**src/design/ptt_pkg.sv**
```systemverilog
// Shared constants, command and result codes, and the cell control bundle.
package ptt_pkg;

  // Default table geometry
  localparam int SLOTS_DEF   = 10;
  localparam int ID_BITS_DEF = 8;
  localparam int CNT_W       = 32;

  // Input command codes
  localparam logic [1:0] CMD_TICK  = 2'd0;
  localparam logic [1:0] CMD_REG   = 2'd1;
  localparam logic [1:0] CMD_UNREG = 2'd2;

  // Result kinds
  localparam logic [1:0] KIND_STATUS = 2'd0;
  localparam logic [1:0] KIND_FIRE   = 2'd1;
  localparam logic [1:0] KIND_TICK   = 2'd2;

  // Millisecond strobe divisors
  localparam int MS_WRAP = 1000;
  localparam int DIV_10  = 10;
  localparam int DIV_20  = 20;
  localparam int DIV_100 = 100;
  localparam int DIV_500 = 500;

  localparam int MS_W  = $clog2(MS_WRAP + 1);
  localparam int R10_W  = $clog2(DIV_10);
  localparam int R20_W  = $clog2(DIV_20);
  localparam int R100_W = $clog2(DIV_100);
  localparam int R500_W = $clog2(DIV_500);

  // Control shared by every cell of the chain
  typedef struct packed {
    logic rotate;   // every cell takes its right neighbor
    logic compact;  // cells at or past the first hole take their right neighbor
    logic drop;     // invalidate entries whose id matches the key
    logic append;   // first free cell takes the new entry
  } ptt_ctrl_t;

endpackage

```
**src/design/ptt_cell.sv**
```systemverilog
// One timer slot of the chain: valid flag, callback id, period and count.
module ptt_cell #(
  parameter int ID_BITS = ptt_pkg::ID_BITS_DEF
) (
  input  logic                      clk,
  input  logic                      rst,
  input  ptt_pkg::ptt_ctrl_t        ctrl,
  input  logic                      nb_valid,
  input  logic [ID_BITS-1:0]        nb_id,
  input  logic [ptt_pkg::CNT_W-1:0] nb_period,
  input  logic [ptt_pkg::CNT_W-1:0] nb_count,
  input  logic                      prev_full,
  input  logic                      hole_in,
  input  logic [ID_BITS-1:0]        key,
  input  logic [ptt_pkg::CNT_W-1:0] new_period,
  output logic                      valid,
  output logic [ID_BITS-1:0]        id,
  output logic [ptt_pkg::CNT_W-1:0] period,
  output logic [ptt_pkg::CNT_W-1:0] count,
  output logic                      full_out,
  output logic                      hole_out
);
  import ptt_pkg::*;

  // Pass prefix status to the right neighbor
  assign full_out = prev_full & valid;
  assign hole_out = hole_in | ~valid;

  // Shift, drop or fill this slot
  always_ff @(posedge clk) begin
    if (rst) begin
      valid <= 1'b0;
    end else if (ctrl.rotate || (ctrl.compact && hole_out)) begin
      valid  <= nb_valid;
      id     <= nb_id;
      period <= nb_period;
      count  <= nb_count;
    end else if (ctrl.drop && valid && (id == key)) begin
      valid <= 1'b0;
    end else if (ctrl.append && prev_full && !valid) begin
      valid  <= 1'b1;
      id     <= key;
      period <= new_period;
      count  <= '0;
    end
  end

endmodule

```
**src/design/periodic_timer_table.sv**
```systemverilog
// Periodic timer table: a ring of timer cells walked past one head unit.
// Tick: the ring rotates slot by slot past the single increment/compare unit at
// its head, then the summary is issued.
// Unregister: one drop, then compaction shifts along the ring, then the status.
// Register and other commands: a status result. One item at a time; output stalls hold the walk.
// Reset clears all slots, the millisecond counter and both handshakes.
module periodic_timer_table #(
  parameter int SLOTS   = ptt_pkg::SLOTS_DEF,
  parameter int ID_BITS = ptt_pkg::ID_BITS_DEF
) (
  input  logic                      clk,
  input  logic                      rst,
  input  logic                      in_valid,
  output logic                      in_ready,
  input  logic [1:0]                cmd,
  input  logic [ID_BITS-1:0]        callback_id,
  input  logic [ptt_pkg::CNT_W-1:0] period,
  output logic                      out_valid,
  input  logic                      out_ready,
  output logic [1:0]                kind,
  output logic                      status,
  output logic [ID_BITS-1:0]        fired_id,
  output logic                      strobe_1ms,
  output logic                      strobe_10ms,
  output logic                      strobe_20ms,
  output logic                      strobe_100ms,
  output logic                      strobe_500ms,
  output logic                      strobe_1s,
  output logic                      last
);
  import ptt_pkg::*;

  localparam int STEP_W = $clog2(SLOTS + 1);
  localparam logic [STEP_W-1:0] STEP_LAST = STEP_W'(SLOTS - 1);

  localparam logic [2:0] ST_IDLE    = 3'd0;
  localparam logic [2:0] ST_TICK    = 3'd1;
  localparam logic [2:0] ST_SUM     = 3'd2;
  localparam logic [2:0] ST_COMPACT = 3'd3;
  localparam logic [2:0] ST_STAT    = 3'd4;

  logic [2:0]        state;
  logic [STEP_W-1:0] step;
  logic              stat_full;
  logic [MS_W-1:0]   ms_count;
  logic [R10_W-1:0]  r10;
  logic [R20_W-1:0]  r20;
  logic [R100_W-1:0] r100;
  logic [R500_W-1:0] r500;

  ptt_ctrl_t ctrl;
  logic      accept;
  logic      out_free;

  logic               c_valid  [SLOTS];
  logic [ID_BITS-1:0] c_id     [SLOTS];
  logic [CNT_W-1:0]   c_period [SLOTS];
  logic [CNT_W-1:0]   c_count  [SLOTS];
  logic               full_c   [SLOTS+1];
  logic               hole_c   [SLOTS+1];

  logic               tail_valid;
  logic [CNT_W-1:0]   tail_count;
  logic [CNT_W-1:0]   head_cnt1;
  logic               head_fire;
  logic               head_emit;
  logic               table_full;

  assign in_ready   = (state == ST_IDLE) & ~rst;
  assign accept     = in_valid & in_ready;
  assign out_free   = ~out_valid | out_ready;
  assign table_full = full_c[SLOTS];

  assign full_c[0] = 1'b1;
  assign hole_c[0] = 1'b0;

  // Head unit: advance the head slot's count and test it against its period
  assign head_cnt1  = c_count[0] + CNT_W'(1);
  assign head_fire  = c_valid[0] && (head_cnt1 >= c_period[0]);
  assign head_emit  = head_fire && (c_id[0] != '0);
  assign tail_count = head_fire ? '0 : (c_valid[0] ? head_cnt1 : c_count[0]);
  assign tail_valid = ctrl.rotate ? c_valid[0] : 1'b0;

  // Cell controls
  always_comb begin
    ctrl = '0;
    ctrl.rotate  = (state == ST_TICK) && out_free;
    ctrl.compact = (state == ST_COMPACT);
    ctrl.drop    = accept && (cmd == CMD_UNREG);
    ctrl.append  = accept && (cmd == CMD_REG);
  end

  // Chain of slot cells; the last cell takes the head entry back on rotation
  for (genvar i = 0; i < SLOTS; i++) begin : g_cell
    logic               nb_valid;
    logic [ID_BITS-1:0] nb_id;
    logic [CNT_W-1:0]   nb_period;
    logic [CNT_W-1:0]   nb_count;

    if (i == SLOTS - 1) begin : g_tail
      assign nb_valid  = tail_valid;
      assign nb_id     = c_id[0];
      assign nb_period = c_period[0];
      assign nb_count  = tail_count;
    end else begin : g_body
      assign nb_valid  = c_valid[i+1];
      assign nb_id     = c_id[i+1];
      assign nb_period = c_period[i+1];
      assign nb_count  = c_count[i+1];
    end

    ptt_cell #(.ID_BITS(ID_BITS)) u_cell (
      .clk        (clk),
      .rst        (rst),
      .ctrl       (ctrl),
      .nb_valid   (nb_valid),
      .nb_id      (nb_id),
      .nb_period  (nb_period),
      .nb_count   (nb_count),
      .prev_full  (full_c[i]),
      .hole_in    (hole_c[i]),
      .key        (callback_id),
      .new_period (period),
      .valid      (c_valid[i]),
      .id         (c_id[i]),
      .period     (c_period[i]),
      .count      (c_count[i]),
      .full_out   (full_c[i+1]),
      .hole_out   (hole_c[i+1])
    );
  end

  // Sequencer and millisecond counters
  always_ff @(posedge clk) begin
    if (rst) begin
      state     <= ST_IDLE;
      step      <= '0;
      stat_full <= 1'b0;
      ms_count  <= '0;
      r10       <= '0;
      r20       <= '0;
      r100      <= '0;
      r500      <= '0;
    end else begin
      case (state)
        ST_IDLE: begin
          if (accept) begin
            step      <= '0;
            stat_full <= 1'b0;
            case (cmd)
              CMD_TICK:  state <= ST_TICK;
              CMD_REG: begin
                stat_full <= table_full;
                state     <= ST_STAT;
              end
              CMD_UNREG: state <= ST_COMPACT;
              default:   state <= ST_STAT;
            endcase
          end
        end
        ST_TICK: begin
          if (out_free) begin
            step <= step + STEP_W'(1);
            if (step == STEP_LAST) begin
              state <= ST_SUM;
            end
          end
        end
        ST_SUM: begin
          if (out_free) begin
            r10   <= (r10 == R10_W'(DIV_10 - 1)) ? '0 : r10 + R10_W'(1);
            r20   <= (r20 == R20_W'(DIV_20 - 1)) ? '0 : r20 + R20_W'(1);
            r100  <= (r100 == R100_W'(DIV_100 - 1)) ? '0 : r100 + R100_W'(1);
            r500  <= (r500 == R500_W'(DIV_500 - 1)) ? '0 : r500 + R500_W'(1);
            ms_count <= (ms_count == MS_W'(MS_WRAP - 1)) ? '0 : ms_count + MS_W'(1);
            state <= ST_IDLE;
          end
        end
        ST_COMPACT: begin
          step <= step + STEP_W'(1);
          if (step == STEP_LAST) begin
            state <= ST_STAT;
          end
        end
        ST_STAT: begin
          if (out_free) begin
            state <= ST_IDLE;
          end
        end
        default: state <= ST_IDLE;
      endcase
    end
  end

  // Output register: hold a result until its transaction completes
  always_ff @(posedge clk) begin
    if (rst) begin
      out_valid <= 1'b0;
    end else if (out_free) begin
      out_valid <= 1'b0;
      if ((state == ST_TICK) && head_emit) begin
        out_valid    <= 1'b1;
        kind         <= KIND_FIRE;
        status       <= 1'b0;
        fired_id     <= c_id[0];
        strobe_1ms   <= 1'b0;
        strobe_10ms  <= 1'b0;
        strobe_20ms  <= 1'b0;
        strobe_100ms <= 1'b0;
        strobe_500ms <= 1'b0;
        strobe_1s    <= 1'b0;
        last         <= 1'b0;
      end else if (state == ST_SUM) begin
        out_valid    <= 1'b1;
        kind         <= KIND_TICK;
        status       <= 1'b0;
        fired_id     <= '0;
        strobe_1ms   <= 1'b1;
        strobe_10ms  <= (r10 == R10_W'(DIV_10 - 1));
        strobe_20ms  <= (r20 == R20_W'(DIV_20 - 1));
        strobe_100ms <= (r100 == R100_W'(DIV_100 - 1));
        strobe_500ms <= (r500 == R500_W'(DIV_500 - 1));
        strobe_1s    <= (ms_count == MS_W'(MS_WRAP - 1));
        last         <= 1'b1;
      end else if (state == ST_STAT) begin
        out_valid    <= 1'b1;
        kind         <= KIND_STATUS;
        status       <= stat_full;
        fired_id     <= '0;
        strobe_1ms   <= 1'b0;
        strobe_10ms  <= 1'b0;
        strobe_20ms  <= 1'b0;
        strobe_100ms <= 1'b0;
        strobe_500ms <= 1'b0;
        strobe_1s    <= 1'b0;
        last         <= 1'b1;
      end
    end
  end

endmodule

```
**config.mk**
```make
export PLATFORM = sky130hd
export DESIGN_NAME = periodic_timer_table
export DESIGN_NICKNAME = d
export VERILOG_FILES = /design/src/design/ptt_pkg.sv /design/src/design/ptt_cell.sv /design/src/design/periodic_timer_table.sv
export SDC_FILE = /design/constraint.sdc
export NUM_CORES = 1
export LEC_CHECK = 0
export BUFFER_PORTS_ARGS = -buffer_cell sky130_fd_sc_hd__buf_4
export CAP_MARGIN = 5
export CELL_PAD_IN_SITES_DETAIL_PLACEMENT = 0
export CELL_PAD_IN_SITES_GLOBAL_PLACEMENT = 1
export CORE_UTILIZATION = 30
export CTS_CLUSTER_DIAMETER = 80
export CTS_CLUSTER_SIZE = 24
export DETAILED_ROUTE_END_ITERATION = 8
export GPL_ROUTABILITY_DRIVEN = 1
export GPL_TIMING_DRIVEN = 1
export PLACE_DENSITY_LB_ADDON = 0.1
export RECOVER_POWER = 25
export SYNTH_ARGS = -nofsm -noshare
export SYNTH_HDL_FRONTEND = slang
export SYNTH_SLANG_ARGS = --single-unit
```
**constraint.sdc**
```tcl
create_clock -name clk -period 20.5 [get_ports clk]
set_input_delay 4.1 -clock clk [delete_from_list [all_inputs] [get_ports clk]]
set_output_delay 4.1 -clock clk [all_outputs]
set_load 0.03 [all_outputs]
```
==> metrics.cfg, run 1 <==
[status]
status = finished, violations left
violations = capacitance limit, slew limit

[timing]
slew_violations = 475
hold_viol = 0
max_slew_margin = -1.86
fmax_ghz = 0.0940
hold_slack_ns = 0.484
fin_crit_sh = 0.519
period_minus_slack_ns = 10.64
skew_ns = 0.0438
rsz0062_at_grt = no
setup_viol = 0
worst_pin_slew_ns = 4.29
finalSetupTns_ns = 0

[synth]
synth.area.mux_share = 0.104
synth_top_family_by_area = simple AND/OR/NAND/NOR gates
synth_cell_types = 66
postSynthCellCount = 2519
synthFlopType = edfxtp_1
synth-warning-count = 0
yosys-top-cells-area = edfxtp_1 63%, mux2_2 10%, dfxtp_1 3.1%
synth-seq-cells = 791
synth_largest_area_cell = edfxtp_1
synth_xor_area_frac = 0.0362
ys_seq_area_frac = 0.661
synth_fa_ha_area_frac = 0.0139
avgSynthCellArea_um2 = 13.9
synthSimpleGateAreaFrac = 0.124
synth_fp_nets = 2604
async_flop_share = 0
synth_enable_flop_cells = 737
synth_top_cell_area_share = 0.630
synth_compound_area_frac = 0.0323
syn_area_um2 = 35100

[clock_tree]
clk_path_buf_depth = 3
path_clk_slew_ns = 0.08
hold_buffers = 0
cts_tree = yes
htreeDepth = 2
cts-root-buf = clkbuf_16
post_cts_buffers = 0
cts-resized-gates = 0
clk_latency_ns = 0.66
cts_made_buffers = 46
cts.sinks = 791

[place]
dpl.hpwl_mm = 56.8
port_buffers = 65
placed_cell_area_um2 = 37200
gp_congestion = 0.759

[worst_setup_path]
worst_ep_arrival_time_ns = 6.54
endpoint_kind = output port
cp_cell_sequence = clkbuf_1 > nor4_1 > buf_4
crit_required_ns = 16.40
slowest_stage = clkbuf_1
critical_path.top_delay_family = buffers and inverters
cp_max_fo = 45
cp_num_buf_inv = 2
start_kind = input port
critical_path.max_stage_delay_ns = 2.01
criticalPathCategory = in2out

[routing]
viasPerCell = 4.76
drt_iter0_drc = 1245
drc = 0
vias = 19300
antenna_left = 0
dr.pass1.iters = 5
drt-wirelength-per-cell_um = 22.7
wl_mm = 92.2

[floorplan]
core_area_um2 = 116000
fp.dieArea_um2 = 118000
die_w_um = 344
start_util = 0.303
die_h_um = 344
io-pin-count = 66
num_rows = 125

[global_route]
antenna_found_initial = 21
track_usage = 0.157
grt_max_degree = 73
grt_pass1_wl_mm = 137
grt_pass1_vias = 19800
grt-ovfl-total = 0

[finish]
multi_input_area_um2 = 11000
stdcell_area_um2 = 38600
layout_commonest_cell = edfxtp_1
fillCellCount = 11400
final_cell_mix = 737 x edfxtp_1, 303 x mux2_2, 260 x nand2_1
register_area_um2 = 23200
final_layout_size_suffix_gt1_frac = 0.191
syn2layout_area_growth_pct = 9.88
nNetsFinal = 2581
fin_util = 0.332

[pwr]
leakage_nw = 12.6
fin_total_pwr_mw = 4.79
ir_worst_vdd_uv = 70.0
p_per_area_nw_per_um2 = 124

[job]
timing.max_cap.violations = 13

[worst_hold_path]
hp-class = reg2reg

[final cells by class]
cell class                      instances  share of cell area
Timing Repair Buffer                  101              0.0168
Multi-Input combinational cell       1507               0.286
Clock buffer                           53              0.0313
Sequential cell                       791               0.602
Clock inverter                         26             0.00976
Antenna cell                            4            0.000259
Inverter                               49             0.00477
Tap cell                             1524              0.0494
[metal layers]
| layer | global-route usage | part of all wire |
|---|---|---|
| met4 | 0.0404 | 0.021 |
| met1 | 0.225 | 0.49 |
| met2 | 0.252 | 0.46 |
| met3 | 0.0181 | 0.032 |
| met5 | 0 | 0.00014 |
[where the power goes]
group / internal (mW) / total, mW / switching [mW] / leakage [nW]
clock network: 0.507 / 1.10 / 0.595 / 0.764
registers: 2.21 / 2.34 / 0.123 / 7.20
logic: 0.490 / 1.35 / 0.865 / 4.60
total: 3.21 / 4.79 / 1.58 / 12.6
[worst register-to-register path, cell delays in order, from the launching register on]
cell and delay, ns:
edfxtp_1 0.53, ha_1 0.32, nand4_1 0.32, nor2_1 0.71
nand2_1 0.12, nor2_1 0.27, nand3_1 0.14, xnor2_1 0.15
ha_1 0.29, nand4_1 0.14, nor4_1 0.74, o21ai_0 0.41
a31oi_1 2.24, o21ai_1 0.98, a211oi_4 1.13
[kinds of logic (layout without fill, tap and decap cells)]
| logic type | Yosys count | in the layout |
|---|---|---|
| simple gates | 824 | 824 |
| buf+inv | 221 | 229 |
| fa+ha+maj | 39 | 39 |
| compound gates | 175 | 175 |
| other cells | 0 | 4 |
| flops | 791 | 791 |
| xor+xnor | 145 | 145 |
| mux | 324 | 324 |
[Yosys cell counts, types with 7 or more instances]
cell type	count
nor3_1	15
nor4_1	13
o21ai_0	51
edfxtp_1	737
inv_1	49
a21oi_1	46
a211oi_1	17
buf_1	15
nand2_1	260
a31o_2	7
ha_1	39
a2111oi_0	8
clkbuf_1	90
xor2_1	38
o21a_1	7
and3_1	18
xnor2_1	107
or3_1	18
nand2b_1	8
nor2_1	73
and2_1	166
buf_2	30
nand4_1	44
mux2_2	320
nor2b_1	138
nand3_1	35
dfxtp_1	54
buf_4	29
[sequential cells by signal, summed over array words and instances, names as in the netlist, 7 cells and up]
| signal | cells |
|---|---|
| r100 | 7 |
| ms_count | 10 |
| g_cell.u_cell.valid | 10 |
| r500 | 9 |
| fired_id | 8 |
| g_cell.u_cell.period | 320 |
| g_cell.u_cell.id | 80 |
| g_cell.u_cell.count | 320 |
[stage by stage]
| step | cells | worst slack, ns |
|---|---|---|
| final | 4055 | 9.86 |
| after global routing | 4052 | 9.64 |
| after global placement | 3972 | 11.41 |
| after CTS | 4051 | 11.40 |
| after detailed placement | 3972 | 11.40 |
| after floorplan | 2519 | 10.81 |
[final timing paths]
path                               endpoint  slack [ns]  cells past startpoint                 startpoint
worst max-delay path               in_ready        9.86                      3                        rst
worst min register to register       r20[1]        0.48                      2                     r20[1]
worst max register to register  fired_id[7]       11.64                     14  g_cell[0].u_cell.count[0]
worst min-delay path                 r20[1]        0.48                      2                     r20[1]
(Power assumes the default switching activity.)
==> inputs of run 2 (changes only) <==
==> constraint.sdc (replaced) <==
create_clock -name clk -period 9.14 [get_ports clk]
set_input_delay 1.828 -clock clk [delete_from_list [all_inputs] [get_ports clk]]
set_output_delay 1.828 -clock clk [all_outputs]
set_load 0.03 [all_outputs]
==> metrics.cfg, run 2 (synthesized netlist as in run 1, its figures left out) <==
[finish]
reg_top3 = g_cell.u_cell.count x320, g_cell.u_cell.period x320, g_cell.u_cell.id x80  ; unchanged
stdcell_area_um2 = 38600  ; about the same
final_cell_mix = 737 x edfxtp_1, 304 x mux2_2, 260 x nand2_1  ; was 737 x edfxtp_1, 303 x mux2_2, 260 x nand2_1
layout_commonest_cell = edfxtp_1  ; unchanged
fillCellCount = 11500  ; was 11,400
final_layout_size_suffix_gt1_frac = 0.193  ; was 0.191
syn2layout_area_growth_pct = 9.87  ; was 9.88%
nNetsFinal = 2583  ; was 2,581
antenna_cells = 0  ; was 4

[pwr]
p_per_area_nw_per_um2 = 280  ; was 124 nW/um2
ir_worst_vdd_uv = 226  ; was 70.0 uV
fin_total_pwr_mw = 10.8  ; was 4.79 mW
leakage_nw = 12.5  ; was 12.6 nW

[clock_tree]
clk_latency_ns = 0.64  ; was 0.66 ns
cts_tree = yes  ; unchanged
cts_made_buffers = 45  ; was 46
post_cts_buffers = 0  ; unchanged
hold_buffers = 0  ; unchanged
path_clk_slew_ns = 0.09  ; was 0.08 ns
htreeDepth = 2  ; unchanged
cts.sinks = 791  ; unchanged
clk_path_buf_depth = 3  ; unchanged
cts-root-buf = clkbuf_16  ; unchanged
cts-resized-gates = 0  ; unchanged

[floorplan]
fp.dieArea_um2 = 118000  ; unchanged
die_w_um = 344  ; unchanged
num_rows = 125  ; unchanged
die_h_um = 344  ; unchanged
start_util = 0.303  ; unchanged
core_area_um2 = 116000  ; unchanged
io-pin-count = 66  ; unchanged

[place]
port_buffers = 65  ; unchanged
gp_congestion = 0.768  ; was 0.759
placed_cell_area_um2 = 37200  ; about the same
dpl.hpwl_mm = 57.2  ; was 56.8 mm

[timing]
fmax_ghz = 0.149
slew_violations = 497  ; was 475
worst_pin_slew_ns = 4.83  ; was 4.29 ns
hold_viol = 0  ; unchanged
fin_crit_sh = 0.732
max_slew_margin = -2.26  ; was -1.86
finalSetupTns_ns = 0  ; unchanged
hold_slack_ns = 0.483  ; was 0.484 ns
skew_ns = 0.0360  ; was 0.0438 ns
rsz0062_at_grt = no  ; unchanged
setup_viol = 0  ; unchanged
period_minus_slack_ns = 6.69

[global_route]
grt-ovfl-total = 0  ; unchanged
track_usage = 0.166  ; was 0.157
antenna_found_initial = 14  ; was 21
grt_pass1_wl_mm = 145  ; was 137 mm
grt_pass1_vias = 20600  ; was 19,800
grt_max_degree = 73  ; unchanged

[worst_setup_path]
start_kind = register  ; was input port
cp_max_fo = 72  ; was 45
rrSetupSlack_ns = 2.45  ; was 11.64 ns
endpoint_kind = register  ; was output port
reg2reg_depth = 6  ; was 14
worst_ep_arrival_time_ns = 6.94  ; was 6.54 ns
cp-endpoint = g_cell[0].u_cell.period[3]  ; was in_ready
crit_required_ns = 9.39  ; was 16.40 ns
startpoint = state[0]  ; was rst
criticalPathCategory = reg2reg  ; was in2out
r2r_end = g_cell[0].u_cell.period[3]  ; was fired_id[7]
r2r-start = state[0]  ; was g_cell[0].u_cell.count[0]

[routing]
drc = 0  ; unchanged
wl_mm = 97.0  ; was 92.2 mm
drt_iter0_drc = 1173  ; was 1,245
viasPerCell = 4.83  ; was 4.76
vias = 19500  ; was 19,300
drt-wirelength-per-cell_um = 24.0  ; was 22.7 um
antenna_left = 0  ; unchanged
dr.pass1.iters = 5  ; unchanged

[status]
status = finished, violations left  ; unchanged
violations = capacitance limit, slew limit  ; unchanged

[job]
timing.max_cap.violations = 12  ; was 13

[worst_hold_path]
hp-class = reg2reg  ; unchanged

run 2: cell type report:
type	instances	area [um2]	share of cell area
clock buffer	48	1160	0.0300
clock inverter	27	362	0.00937
inverter	49	184	0.00477
multi-input combinational	1507	11100	0.287
sequential	791	23200	0.602
tap	1524	1910	0.0494
timing repair buffer	104	688	0.0178
run 2: routing by layer:
| layer | global-route usage | up-vias | part of all wire |
|---|---|---|---|
| li1 | - | 9022 | - |
| met2 | 0.275 | 270 | 0.47 |
| met5 | 0 | - | 0.00013 |
| met3 | 0.0186 | 86 | 0.029 |
| met4 | 0.0304 | 2 | 0.016 |
| met1 | 0.236 | 10200 | 0.48 |
run 2: worst min path at each step:
| stage | from | to | slack [ns] | cells after the start |
|---|---|---|---|---|
| after detailed placement | r500[1] | r500[1] | 0.47 | 2 |
| after floorplan | r500[1] | r500[1] | 0.45 | 2 |
| after CTS | r500[1] | r500[1] | 0.49 | 2 |
| final | r500[1] | r500[1] | 0.48 | 2 |
| after global routing | r500[8] | r500[8] | 0.53 | 2 |
| after global placement | r100[6] | r100[6] | 0.46 | 2 |
run 2: power by group:
part / internal [mW] / leakage, nW / switching [mW] / total (mW)
Clock: 1.10 / 0.733 / 1.30 / 2.40
Combinational: 1.13 / 4.61 / 2.04 / 3.17
Sequential: 4.96 / 7.20 / 0.282 / 5.25
run 2: worst max-delay path, stage by stage (launching register included):
cell	delay (ns)
dfxtp_1	0.66
nor2b_1	0.30
nand2_1	0.24
o21ai_0	3.62
a21oi_1	0.27
nor2_4	0.23
buf_4	0.94
run 2: metrics by stage:
stage	worst slack [ns]	std cells	utilization
global placement	3.12	3974	0.321
detailed placement	3.05	3974	0.321
global route	1.62	4050	0.332
floorplan	1.87	2519	-
finish	2.45	4050	0.332
CTS	3.03	4049	0.334
